<file path="src/b58_pkg.sv">
// Shared constants, types and the digit-to-character map for the base-58 encoder.
// No dependencies; the top module uses it by scoped names.
package b58_pkg;

	// Byte limit of one number and derived widths
	localparam int MAX_BYTES = 32;
	localparam int VAL_AW    = (MAX_BYTES > 1) ? $clog2(MAX_BYTES) : 1;
	localparam int CNT_W     = $clog2(MAX_BYTES + 1);

	// Digit store: enough for the largest number at the top of the byte range
	localparam int DIG_DEPTH = 64;
	localparam int DIG_AW    = $clog2(DIG_DEPTH);
	localparam int DCNT_W    = DIG_AW + 1;

	localparam int RADIX = 58;
	localparam int REM_W = 6;

	// Output characters
	localparam logic [6:0] ONE_CHAR   = 7'h31;
	localparam logic [6:0] ERR_SYMBOL = 7'h00;

	// Controller states, one-hot
	typedef enum logic [9:0] {
		S_IDLE   = 10'b00_0000_0001,
		S_PASS   = 10'b00_0000_0010,
		S_FETCH  = 10'b00_0000_0100,
		S_LOAD   = 10'b00_0000_1000,
		S_DIV    = 10'b00_0001_0000,
		S_WB     = 10'b00_0010_0000,
		S_ONES   = 10'b00_0100_0000,
		S_DFETCH = 10'b00_1000_0000,
		S_DOUT   = 10'b01_0000_0000,
		S_ERR    = 10'b10_0000_0000
	} state_t;

	// Base-58 digit to ASCII; the alphabet skips 0, I, O and l
	function automatic logic [6:0] b58_char(input logic [REM_W-1:0] d);
		logic [6:0] dd;
		logic [6:0] c;
		dd = {1'b0, d};
		if (dd < 7'd9)
			c = 7'h31 + dd;
		else if (dd < 7'd17)
			c = 7'h41 + (dd - 7'd9);
		else if (dd < 7'd22)
			c = 7'h4A + (dd - 7'd17);
		else if (dd < 7'd33)
			c = 7'h50 + (dd - 7'd22);
		else if (dd < 7'd44)
			c = 7'h61 + (dd - 7'd33);
		else
			c = 7'h6D + (dd - 7'd44);
		return c;
	endfunction

endpackage

</file>
<file path="src/b58_in_if.sv">
// Input channel of the base-58 encoder: one number byte per word.
// Depends on nothing.
interface b58_in_if;
	logic       valid;
	logic       ready;
	logic [7:0] data_byte;
	logic       final_byte;

	modport source(output valid, output data_byte, output final_byte, input ready);
	modport sink(input valid, input data_byte, input final_byte, output ready);
endinterface

</file>
<file path="src/b58_out_if.sv">
// Output channel of the base-58 encoder: one ASCII character per word.
// Depends on nothing.
interface b58_out_if;
	logic       valid;
	logic       ready;
	logic [6:0] symbol;
	logic       end_of_text;
	logic       too_long;

	modport source(output valid, output symbol, output end_of_text, output too_long,
		input ready);
	modport sink(input valid, input symbol, input end_of_text, input too_long,
		output ready);
endinterface

</file>
<file path="src/b58_ram.sv">
// Generic single-write, single-read RAM with registered read data.
// Depends on nothing.
module b58_ram #(
	parameter int WIDTH = 8,
	parameter int DEPTH = 32
) (
	input  logic                                     clk,
	input  logic                                     we,
	input  logic [((DEPTH > 1) ? $clog2(DEPTH) : 1)-1:0] waddr,
	input  logic [WIDTH-1:0]                         wdata,
	input  logic [((DEPTH > 1) ? $clog2(DEPTH) : 1)-1:0] raddr,
	output logic [WIDTH-1:0]                         rdata
);

	logic [WIDTH-1:0] mem_q [DEPTH];

	always_ff @(posedge clk) begin
		if (we) begin
			mem_q[waddr] <= wdata;
		end
		rdata <= mem_q[raddr];
	end

endmodule

</file>
<file path="src/base58_byte_encoder_top.sv">
// Base-58 encoder (standard alphabet) for a big-endian number given bytewise.
// Depends on b58_pkg, b58_in_if, b58_out_if and b58_ram.
//
// Usage:
//   bytes : input words, data_byte plus final_byte, most significant byte first.
//           Up to b58_pkg::MAX_BYTES bytes are stored, one per cycle, while idle.
//   chars : output words, one ASCII character each, end_of_text on the last.
//           Leading zero bytes come out as '1', then base-58 digits MSB first.
//           Too many bytes give one word with too_long and end_of_text set.
// Timing:
//   The final byte starts the conversion and bytes stays not ready until the
//   last character is loaded into the output register. Each pass divides the
//   remaining value by 58 one bit per cycle through a shift register: a setup
//   step, then per remaining byte a RAM read, a load, 8 divide steps and a
//   write back. A 32-byte value needs about 44 passes. Leading '1' characters
//   then leave at one per cycle while the receiver is ready, each digit after
//   a read of the digit store.
// Reset and stalls:
//   arst_n clears the controller and output valid; RAM contents are not reset.
//   A stalled receiver holds the output register and freezes the emit sequence.
module base58_byte_encoder_top (
	input  logic      clk,
	input  logic      arst_n,
	b58_in_if.sink    bytes,
	b58_out_if.source chars
);

	b58_pkg::state_t                 state_q;
	logic [b58_pkg::CNT_W-1:0]       count_q;
	logic [b58_pkg::CNT_W-1:0]       zcnt_q;
	logic [b58_pkg::CNT_W-1:0]       start_q;
	logic [b58_pkg::CNT_W-1:0]       nstart_q;
	logic [b58_pkg::CNT_W-1:0]       idx_q;
	logic                            in_prefix_q;
	logic                            ovf_q;
	logic                            lead_q;
	logic [2:0]                      bit_q;
	logic [b58_pkg::DCNT_W-1:0]      ndig_q;
	logic                            out_valid_q;
	logic [6:0]                      symbol_q;
	logic                            eot_q;
	logic                            err_q;
	logic [7:0]                      sh_q;
	logic [b58_pkg::REM_W-1:0]       rem_q;

	logic                            in_fire;
	logic                            out_free;
	logic                            out_load;
	logic                            finish;
	logic                            room;
	logic                            zero_byte;
	logic [b58_pkg::CNT_W-1:0]       zcnt_d;
	logic [b58_pkg::CNT_W-1:0]       idx_inc;
	logic                            last_byte;
	logic                            q_zero;
	logic [b58_pkg::CNT_W-1:0]       ns_wb;
	logic [6:0]                      div_acc;
	logic                            div_ge;
	logic [6:0]                      div_r;

	logic                            vwe;
	logic [b58_pkg::VAL_AW-1:0]      vwaddr;
	logic [7:0]                      vwdata;
	logic [7:0]                      vrdata;
	logic                            dwe;
	logic [b58_pkg::DIG_AW-1:0]      draddr;
	logic [b58_pkg::REM_W-1:0]       drdata;

	// Handshake
	assign bytes.ready       = (state_q == b58_pkg::S_IDLE);
	assign in_fire           = bytes.valid && bytes.ready;
	assign out_free          = !out_valid_q || chars.ready;
	assign chars.valid       = out_valid_q;
	assign chars.symbol      = symbol_q;
	assign chars.end_of_text = eot_q;
	assign chars.too_long    = err_q;

	// Byte collection
	assign room      = (count_q < b58_pkg::CNT_W'(b58_pkg::MAX_BYTES));
	assign zero_byte = (bytes.data_byte == 8'h00);
	assign zcnt_d    = (room && in_prefix_q && zero_byte) ? zcnt_q + 1'b1 : zcnt_q;

	// Bit-serial divide by 58: shift one dividend bit into the remainder
	assign div_acc = {rem_q, sh_q[7]};
	assign div_ge  = (div_acc >= 7'(b58_pkg::RADIX));
	assign div_r   = div_ge ? div_acc - 7'(b58_pkg::RADIX) : div_acc;

	// Pass bookkeeping at write-back
	assign idx_inc   = idx_q + 1'b1;
	assign last_byte = (idx_inc == count_q);
	assign q_zero    = (sh_q == 8'h00);
	assign ns_wb     = (lead_q && q_zero) ? idx_inc : nstart_q;

	// Emit control
	assign out_load = out_free && (((state_q == b58_pkg::S_ONES) && (zcnt_q != '0))
		|| (state_q == b58_pkg::S_DOUT) || (state_q == b58_pkg::S_ERR));
	assign finish   = out_load && (((state_q == b58_pkg::S_ONES) && (zcnt_q == 1)
		&& (ndig_q == '0)) || ((state_q == b58_pkg::S_DOUT) && (ndig_q == 1))
		|| (state_q == b58_pkg::S_ERR));

	// Value store: input bytes while idle, quotient bytes at write-back
	assign vwe    = (in_fire && room) || (state_q == b58_pkg::S_WB);
	assign vwaddr = (state_q == b58_pkg::S_WB) ? idx_q[b58_pkg::VAL_AW-1:0]
		: count_q[b58_pkg::VAL_AW-1:0];
	assign vwdata = (state_q == b58_pkg::S_WB) ? sh_q : bytes.data_byte;

	b58_ram #(
		.WIDTH(8),
		.DEPTH(b58_pkg::MAX_BYTES)
	) u_value_ram (
		.clk  (clk),
		.we   (vwe),
		.waddr(vwaddr),
		.wdata(vwdata),
		.raddr(idx_q[b58_pkg::VAL_AW-1:0]),
		.rdata(vrdata)
	);

	// Digit store: remainder of each pass, least significant first
	assign dwe    = (state_q == b58_pkg::S_WB) && last_byte;
	assign draddr = b58_pkg::DIG_AW'(ndig_q - 1'b1);

	b58_ram #(
		.WIDTH(b58_pkg::REM_W),
		.DEPTH(b58_pkg::DIG_DEPTH)
	) u_digit_ram (
		.clk  (clk),
		.we   (dwe),
		.waddr(ndig_q[b58_pkg::DIG_AW-1:0]),
		.wdata(rem_q),
		.raddr(draddr),
		.rdata(drdata)
	);

	// Controller
	always_ff @(posedge clk or negedge arst_n) begin
		if (!arst_n) begin
			state_q     <= b58_pkg::S_IDLE;
			count_q     <= '0;
			zcnt_q      <= '0;
			start_q     <= '0;
			nstart_q    <= '0;
			idx_q       <= '0;
			in_prefix_q <= 1'b1;
			ovf_q       <= 1'b0;
			lead_q      <= 1'b0;
			bit_q       <= '0;
			ndig_q      <= '0;
			out_valid_q <= 1'b0;
		end else begin
			// Last word loaded: back to idle with counts, prefix and overflow flags cleared
			if (finish) begin
				state_q     <= b58_pkg::S_IDLE;
				count_q     <= '0;
				zcnt_q      <= '0;
				in_prefix_q <= 1'b1;
				ovf_q       <= 1'b0;
				ndig_q      <= '0;
			end else begin
				unique case (state_q)
					b58_pkg::S_IDLE: begin
						if (in_fire) begin
							if (room) begin
								count_q <= count_q + 1'b1;
								zcnt_q  <= zcnt_d;
								if (!(in_prefix_q && zero_byte)) begin
									in_prefix_q <= 1'b0;
								end
							end else begin
								ovf_q <= 1'b1;
							end
							if (bytes.final_byte) begin
								start_q <= zcnt_d;
								state_q <= (ovf_q || !room) ? b58_pkg::S_ERR
									: b58_pkg::S_PASS;
							end
						end
					end
					b58_pkg::S_PASS: begin
						if (start_q == count_q) begin
							state_q <= b58_pkg::S_ONES;
						end else begin
							idx_q    <= start_q;
							nstart_q <= start_q;
							lead_q   <= 1'b1;
							state_q  <= b58_pkg::S_FETCH;
						end
					end
					b58_pkg::S_FETCH: begin
						state_q <= b58_pkg::S_LOAD;
					end
					b58_pkg::S_LOAD: begin
						bit_q   <= '0;
						state_q <= b58_pkg::S_DIV;
					end
					b58_pkg::S_DIV: begin
						bit_q <= bit_q + 1'b1;
						if (bit_q == 3'd7) begin
							state_q <= b58_pkg::S_WB;
						end
					end
					b58_pkg::S_WB: begin
						lead_q   <= lead_q && q_zero;
						nstart_q <= ns_wb;
						if (last_byte) begin
							ndig_q  <= ndig_q + 1'b1;
							start_q <= ns_wb;
							state_q <= b58_pkg::S_PASS;
						end else begin
							idx_q   <= idx_inc;
							state_q <= b58_pkg::S_FETCH;
						end
					end
					b58_pkg::S_ONES: begin
						if (zcnt_q == '0) begin
							state_q <= b58_pkg::S_DFETCH;
						end else if (out_free) begin
							zcnt_q <= zcnt_q - 1'b1;
						end
					end
					b58_pkg::S_DFETCH: begin
						state_q <= b58_pkg::S_DOUT;
					end
					b58_pkg::S_DOUT: begin
						if (out_free) begin
							ndig_q  <= ndig_q - 1'b1;
							state_q <= b58_pkg::S_DFETCH;
						end
					end
					b58_pkg::S_ERR: begin
						state_q <= b58_pkg::S_ERR;
					end
					default: begin
						state_q <= b58_pkg::S_IDLE;
					end
				endcase
			end

			// Output register valid
			if (out_load) begin
				out_valid_q <= 1'b1;
			end else if (chars.ready) begin
				out_valid_q <= 1'b0;
			end
		end
	end

	// Datapath: divider shift register, remainder, output word
	always_ff @(posedge clk) begin
		if (state_q == b58_pkg::S_PASS) begin
			rem_q <= '0;
		end
		if (state_q == b58_pkg::S_LOAD) begin
			sh_q <= vrdata;
		end
		if (state_q == b58_pkg::S_DIV) begin
			rem_q <= div_r[b58_pkg::REM_W-1:0];
			sh_q  <= {sh_q[6:0], div_ge};
		end
		if (out_load) begin
			if (state_q == b58_pkg::S_ONES) begin
				symbol_q <= b58_pkg::ONE_CHAR;
				eot_q    <= (zcnt_q == 1) && (ndig_q == '0);
				err_q    <= 1'b0;
			end else if (state_q == b58_pkg::S_DOUT) begin
				symbol_q <= b58_pkg::b58_char(drdata);
				eot_q    <= (ndig_q == 1);
				err_q    <= 1'b0;
			end else begin
				symbol_q <= b58_pkg::ERR_SYMBOL;
				eot_q    <= 1'b1;
				err_q    <= 1'b1;
			end
		end
	end

`ifndef SYNTHESIS
	// Remainder stays a valid base-58 digit through the divide
	assert property (@(posedge clk) disable iff (!arst_n)
		(state_q == b58_pkg::S_DIV) |-> (rem_q < b58_pkg::REM_W'(b58_pkg::RADIX)))
		else $error("divider remainder out of range");

	// Stored byte count never passes the limit
	assert property (@(posedge clk) disable iff (!arst_n)
		count_q <= b58_pkg::CNT_W'(b58_pkg::MAX_BYTES))
		else $error("byte count beyond limit");

	// Pass start never runs past the stored bytes
	assert property (@(posedge clk) disable iff (!arst_n)
		(state_q == b58_pkg::S_PASS) |-> (start_q <= count_q))
		else $error("pass start beyond byte count");

	// An error word is always the last word of its number
	assert property (@(posedge clk) disable iff (!arst_n)
		(chars.valid && chars.too_long) |-> chars.end_of_text)
		else $error("error word without end of text");
`endif

endmodule
</file>
<file path="src/flat_wrapper.sv">
// flat-port wrapper written by rule: the top's interface ports become plain ports
module base58_byte_encoder_top_flat 
  (clk, arst_n, bytes_valid, bytes_data_byte, bytes_final_byte, bytes_ready, chars_valid, chars_symbol, chars_end_of_text, chars_too_long, chars_ready);
  b58_in_if bytes_i ();
  b58_out_if chars_i ();
  input  logic clk;
  input  logic arst_n;
  input wire logic [$bits(bytes_i.valid)-1:0] bytes_valid;
  input wire logic [$bits(bytes_i.data_byte)-1:0] bytes_data_byte;
  input wire logic [$bits(bytes_i.final_byte)-1:0] bytes_final_byte;
  output wire logic [$bits(bytes_i.ready)-1:0] bytes_ready;
  output wire logic [$bits(chars_i.valid)-1:0] chars_valid;
  output wire logic [$bits(chars_i.symbol)-1:0] chars_symbol;
  output wire logic [$bits(chars_i.end_of_text)-1:0] chars_end_of_text;
  output wire logic [$bits(chars_i.too_long)-1:0] chars_too_long;
  input wire logic [$bits(chars_i.ready)-1:0] chars_ready;
  assign bytes_i.valid = bytes_valid;
  assign bytes_i.data_byte = bytes_data_byte;
  assign bytes_i.final_byte = bytes_final_byte;
  assign bytes_ready = bytes_i.ready;
  assign chars_valid = chars_i.valid;
  assign chars_symbol = chars_i.symbol;
  assign chars_end_of_text = chars_i.end_of_text;
  assign chars_too_long = chars_i.too_long;
  assign chars_i.ready = chars_ready;
  base58_byte_encoder_top u_core (.clk(clk), .arst_n(arst_n), .bytes(bytes_i), .chars(chars_i));
endmodule
</file>
<file path="config.mk">
export PLATFORM = sky130hd
export DESIGN_NAME = base58_byte_encoder_top_flat
export DESIGN_NICKNAME = d
export VERILOG_FILES = /design/src/b58_pkg.sv /design/src/b58_in_if.sv /design/src/b58_out_if.sv /design/src/b58_ram.sv /design/src/base58_byte_encoder_top.sv /design/src/flat_wrapper.sv
export SDC_FILE = /design/constraint.sdc
export NUM_CORES = 1
export LEC_CHECK = 0
export BUFFER_PORTS_ARGS = -buffer_cell sky130_fd_sc_hd__buf_4
export CORE_ASPECT_RATIO = 2
export CORE_MARGIN = 5
export CORE_UTILIZATION = 41
export CTS_BUF_LIST = sky130_fd_sc_hd__clkbuf_4
export DETAILED_ROUTE_END_ITERATION = 7
export GPL_ROUTABILITY_DRIVEN = 0
export GPL_TIMING_DRIVEN = 0
export SLEW_MARGIN = 20
export SYNTH_ARGS = -nofsm -noshare
export SYNTH_HDL_FRONTEND = slang
export SYNTH_SLANG_ARGS = --single-unit
</file>
<file path="constraint.sdc">
create_clock -name clk -period 5.04 [get_ports clk]
set_input_delay 0.756 -clock clk [delete_from_list [all_inputs] [get_ports clk]]
set_output_delay 0.756 -clock clk [all_outputs]
set_load 0.03 [all_outputs]
</file>
==> metrics.txt <==
# TYPE chip_impl_metric gauge
chip_impl_metric{name="gr-total-overflow",unit=""} 0
chip_impl_metric{name="drt-pass1-iter-count",unit=""} 5
chip_impl_info{name="worst_min_path_class",value="primary input to flip-flop"} 1
chip_impl_metric{name="clock_insertion_delay_worst_skew",unit="ns"} 0.98
chip_impl_metric{name="final_nets",unit=""} 1917
chip_impl_metric{name="timing.reg2reg.worst_path_depth",unit=""} 9
chip_impl_info{name="cpMaxStageDelayCell",value="sky130_fd_sc_hd__ha_1"} 1
chip_impl_metric{name="async_reset_ff_share",unit="%"} 7.39
chip_impl_metric{name="setup_ws",unit="ns"} 0.297
chip_impl_metric{name="fin_crit_sh",unit="%"} 94.1
chip_impl_info{name="crit_path_start",value="u_core.ndig_q[0]"} 1
chip_impl_metric{name="routed_len_inst",unit="µm"} 26.4
chip_impl_metric{name="max_clock_freq",unit="GHz"} 0.211
chip_impl_info{name="dominantRegCellSynth",value="sky130_fd_sc_hd__edfxtp_1"} 1
chip_impl_info{name="layout.cells.most_common_list",value="sky130_fd_sc_hd__edfxtp_1 (663), sky130_fd_sc_hd__clkbuf_4 (228), sky130_fd_sc_hd__mux4_2 (206)"} 1
chip_impl_metric{name="final_hold_viol_count",unit=""} 0
chip_impl_metric{name="io-pin-count",unit=""} 24
chip_impl_info{name="status",value="complete, no violations"} 1
chip_impl_metric{name="design.die.area",unit="µm²"} 80300
chip_impl_metric{name="post-route-drc-count",unit=""} 0
chip_impl_metric{name="core",unit="µm²"} 73900
chip_impl_metric{name="slew-limit-headroom",unit="%"} 20.9
chip_impl_metric{name="grt_max_degree",unit=""} 55
chip_impl_metric{name="avgSynthCellArea",unit="µm²"} 18.2
chip_impl_metric{name="cts.clk_slew.worst_paths",unit="ns"} 0.07
chip_impl_info{name="critical_path.reg2reg.startpoint",value="u_core.ndig_q[0]"} 1
chip_impl_metric{name="nets_in_the_synthesized_netlist",unit=""} 1709
chip_impl_metric{name="initial_utilization",unit="%"} 41.3
chip_impl_metric{name="detailedRoute.firstIterationViolations",unit=""} 1109
chip_impl_metric{name="cp_data_arrival_time",unit="ns"} 5.55
chip_impl_metric{name="grt_usage",unit="%"} 19.5
chip_impl_info{name="setup.worst_path.class",value="flip-flop to flip-flop"} 1
chip_impl_metric{name="power.ir.vdd_worst",unit="µV"} 303
chip_impl_metric{name="synthesis.area",unit="µm²"} 30500
chip_impl_metric{name="synth.distinct_cells",unit=""} 82
chip_impl_info{name="critical_path_source_type",value="flip-flop"} 1
chip_impl_metric{name="crit_path_max_incr_delay",unit="ns"} 0.73
chip_impl_info{name="critPathCaptureType",value="flip-flop"} 1
chip_impl_metric{name="ys_warn_count",unit=""} 0
chip_impl_metric{name="dp.final_hpwl",unit="µm"} 56900
chip_impl_info{name="rsz0062_at_grt",value="no"} 1
chip_impl_metric{name="clockBufferDepth",unit=""} 3
chip_impl_metric{name="ys_ff_latch",unit=""} 731
chip_impl_metric{name="final.setup_skew",unit="ns"} 0.0735
chip_impl_metric{name="synth_enable_flop_cells",unit=""} 663
chip_impl_metric{name="timing.max_cap.violations",unit=""} 0
chip_impl_metric{name="detail_route.wirelength",unit="µm"} 77400
chip_impl_metric{name="powerDensity",unit="nW/µm²"} 470
chip_impl_metric{name="area_growth",unit="%"} 12.6
chip_impl_metric{name="numPortBuffers",unit=""} 23
chip_impl_metric{name="fp_rows",unit=""} 141
chip_impl_metric{name="htree_num_levels",unit=""} 4
chip_impl_info{name="cp_cell_sequence",value="buf_2 > buf_2 > inv_1 > ha_1 > buf_2 > clkbuf_1 > mux4_2 > mux4_2 > mux4_2"} 1
chip_impl_metric{name="postSynthCellCount",unit=""} 1678
chip_impl_info{name="tritoncts",value="yes"} 1
chip_impl_metric{name="grt_pass1_wl",unit="µm"} 114000
chip_impl_metric{name="die_span_in_x",unit="µm"} 203
chip_impl_metric{name="die-height",unit="µm"} 396
chip_impl_info{name="timing.critical_path.to",value="u_core.u_digit_ram.rdata[2]"} 1
chip_impl_metric{name="timing.hold.worst_path_depth",unit=""} 4
chip_impl_metric{name="avgViaCountPerCell",unit=""} 5.63
chip_impl_metric{name="setup.reg_to_reg.worst_slack",unit="ns"} 0.30
chip_impl_metric{name="antenna_found_initial",unit=""} 2
chip_impl_metric{name="slew_violations",unit=""} 0
chip_impl_metric{name="critical_path_rt",unit="ns"} 5.85
chip_impl_metric{name="final_core_utilization",unit="%"} 46.5
chip_impl_metric{name="transition_time_at_the_pin_with_the_least_slew_margin",unit="ns"} 1.19
chip_impl_info{name="root_buffer",value="sky130_fd_sc_hd__clkbuf_4"} 1
chip_impl_metric{name="crit_fanout",unit=""} 10
chip_impl_metric{name="finalWorstPathRequiredPeriod",unit="ns"} 4.74
chip_impl_metric{name="clock-sinks",unit=""} 731
chip_impl_metric{name="grt_pass1_vias",unit=""} 18000
chip_impl_metric{name="vias",unit=""} 16500
chip_impl_metric{name="cts_post_setup_buffers_inserted",unit=""} 0
chip_impl_metric{name="synth.yosys.seq_area_share",unit="%"} 70.6
chip_impl_metric{name="report.final.setup_viol",unit=""} 0
chip_impl_metric{name="setup-tns-final",unit="ns"} 0
chip_impl_info{name="final_common_cell",value="sky130_fd_sc_hd__edfxtp_1"} 1
chip_impl_metric{name="place_worst_setup_slack",unit="ns"} -0.111
chip_impl_metric{name="drive_gt1_share",unit="%"} 29.7
chip_impl_info{name="r2r-end",value="u_core.u_digit_ram.rdata[2]"} 1
chip_impl_metric{name="cellLeakagePower",unit="nW"} 11.2
chip_impl_metric{name="antenna_left",unit=""} 0
chip_impl_metric{name="cts-buffers-inserted",unit=""} 161
-- stage by stage --
stage                     instance area (µm²)  hold WS (ns)  instances  total power, mW
final                                   34400         0.234       2937             16.2
after global routing                    34400         0.152       2936             16.9
after CTS                               34300         0.100       2929             16.4
after detailed placement                32300         0.478       2649             11.8
after global placement                  31900         0.462       2630             11.6
after floorplan                         30500         0.450       1678             10.2
-- cells by family after synthesis --
logic type	count (synthesis)	share of synthesized area (%)
DFF	731	70.6
and+or+nand+nor	381	6.14
muxes	231	16.1
AOI/OAI and AO/OA	146	3.29
buffers and inverters	121	1.69
xor gates and xnor gates	49	1.45
adders and majority gates	19	0.771
-- worst max-delay path, delay by kind of cell (launching register included) --
kind,cells,cell delay (ns)
buffers and inverters,5,1.92
multiplexers,3,1.50
flip-flops,1,0.41
adder cells (fa/ha/maj),1,0.73
-- worst min path at each step --
stage / startpoint / slack, ns / to
2_1_floorplan: u_core.nstart_q[1] / 0.45 / u_core.nstart_q[1]
3_3_place_gp: u_core.nstart_q[5] / 0.46 / u_core.nstart_q[5]
3_5_place_dp: u_core.bit_q[0] / 0.48 / u_core.bit_q[0]
4_1_cts: chars_ready / 0.1 / u_core.state_q[0]
5_1_grt: chars_ready / 0.15 / u_core.state_q[0]
6_report: chars_ready / 0.23 / u_core.state_q[0]
-- metal layers --
metal	wire (µm)	GRT usage [%]	up-vias
met3	2860	3.28	240
met2	46100	39.5	547
met1	22600	16.6	8425
met4	5800	13.0	0
li1	-	-	7316
met5	0	0	-
-- cells in the mapped netlist (all sizes together), types with 3 or more instances --
| library cell | n | share of area (%) |
|---|---|---|
| mux2i | 10 | 0.33 |
| or2 | 4 | 0.082 |
| edfxtp | 663 | 65 |
| nor3 | 18 | 0.33 |
| mux4 | 206 | 15 |
| or3 | 8 | 0.16 |
| a211oi | 8 | 0.20 |
| a21o | 3 | 0.074 |
| nand3 | 32 | 0.52 |
| inv | 25 | 0.31 |
| a21boi | 3 | 0.074 |
| o21ai | 36 | 0.59 |
| a31oi | 11 | 0.25 |
| a21oi | 26 | 0.44 |
| a311oi | 3 | 0.086 |
| o311ai | 4 | 0.11 |
| and4 | 4 | 0.11 |
| nor2 | 127 | 1.6 |
| ha | 18 | 0.74 |
| buf | 48 | 0.79 |
| o22ai | 3 | 0.061 |
| or4b | 3 | 0.098 |
| xor2 | 17 | 0.49 |
| nor3b | 3 | 0.074 |
| nand2 | 101 | 1.2 |
| or4 | 6 | 0.16 |
| nand2b | 10 | 0.20 |
| o211ai | 7 | 0.17 |
| mux2 | 15 | 0.55 |
| nor4 | 17 | 0.52 |
| xnor2 | 31 | 0.89 |
| nand4 | 20 | 0.45 |
| and2 | 10 | 0.20 |
| and3 | 9 | 0.18 |
| dfrtp | 52 | 4.3 |
| o22a | 5 | 0.14 |
| nor2b | 3 | 0.061 |
| dfxtp | 14 | 0.92 |
| clkbuf | 47 | 0.58 |
| a221oi | 5 | 0.14 |
| a22oi | 3 | 0.074 |
-- power by group --
group | switching (mW) | leakage [nW] | internal [mW]
logic | 2.61 | 3.21 | 1.93
clock network | 2.25 | 1.20 | 2.29
registers | 0.168 | 6.78 | 6.90
total | 5.03 | 11.2 | 11.1
-- layout make-up --
cell class                      instances  area (µm²)
Antenna cell                            6        15.0
Buffer                                 94         415
Clock buffer                          228        1710
Clock inverter                         51         317
Fill cell                            6291       39600
Inverter                               26        97.6
Multi-Input combinational cell        826        8550
Sequential cell                       731       21500
Tap cell                              929        1160
Timing Repair Buffer                   46         549
-- timing repair --
item | in CTS | in global routing
endpoints found under the hold margin | 53 | 0
gates resized for setup | 1 | 0
hold buffers | 2 | 0
endpoints found under the setup margin | 6 | 0
-- sequential cells by signal, summed over array words and instances, names as in the netlist --
| signal | cells |
|---|---|
| u_core.count_q | 6 |
| u_core.ovf_q | 1 |
| u_core.sh_q | 8 |
| u_core.start_q | 6 |
| u_core.state_q | 10 |
| u_core.zcnt_q | 6 |
| u_core.chars.valid | 1 |
| u_core.lead_q | 1 |
| u_core.u_digit_ram.rdata | 6 |
| u_core.u_value_ram.rdata | 8 |
| u_core.ndig_q | 7 |
| u_core.chars.too_long | 1 |
| u_core.rem_q | 6 |
| u_core.u_digit_ram.mem_q | 384 |
| u_core.u_value_ram.mem_q | 256 |
| u_core.chars.end_of_text | 1 |
| u_core.chars.symbol | 7 |
| u_core.idx_q | 6 |
| u_core.nstart_q | 6 |
| u_core.in_prefix_q | 1 |
| u_core.bit_q | 3 |
No activity file was read; power rests on OpenSTA's default activity.
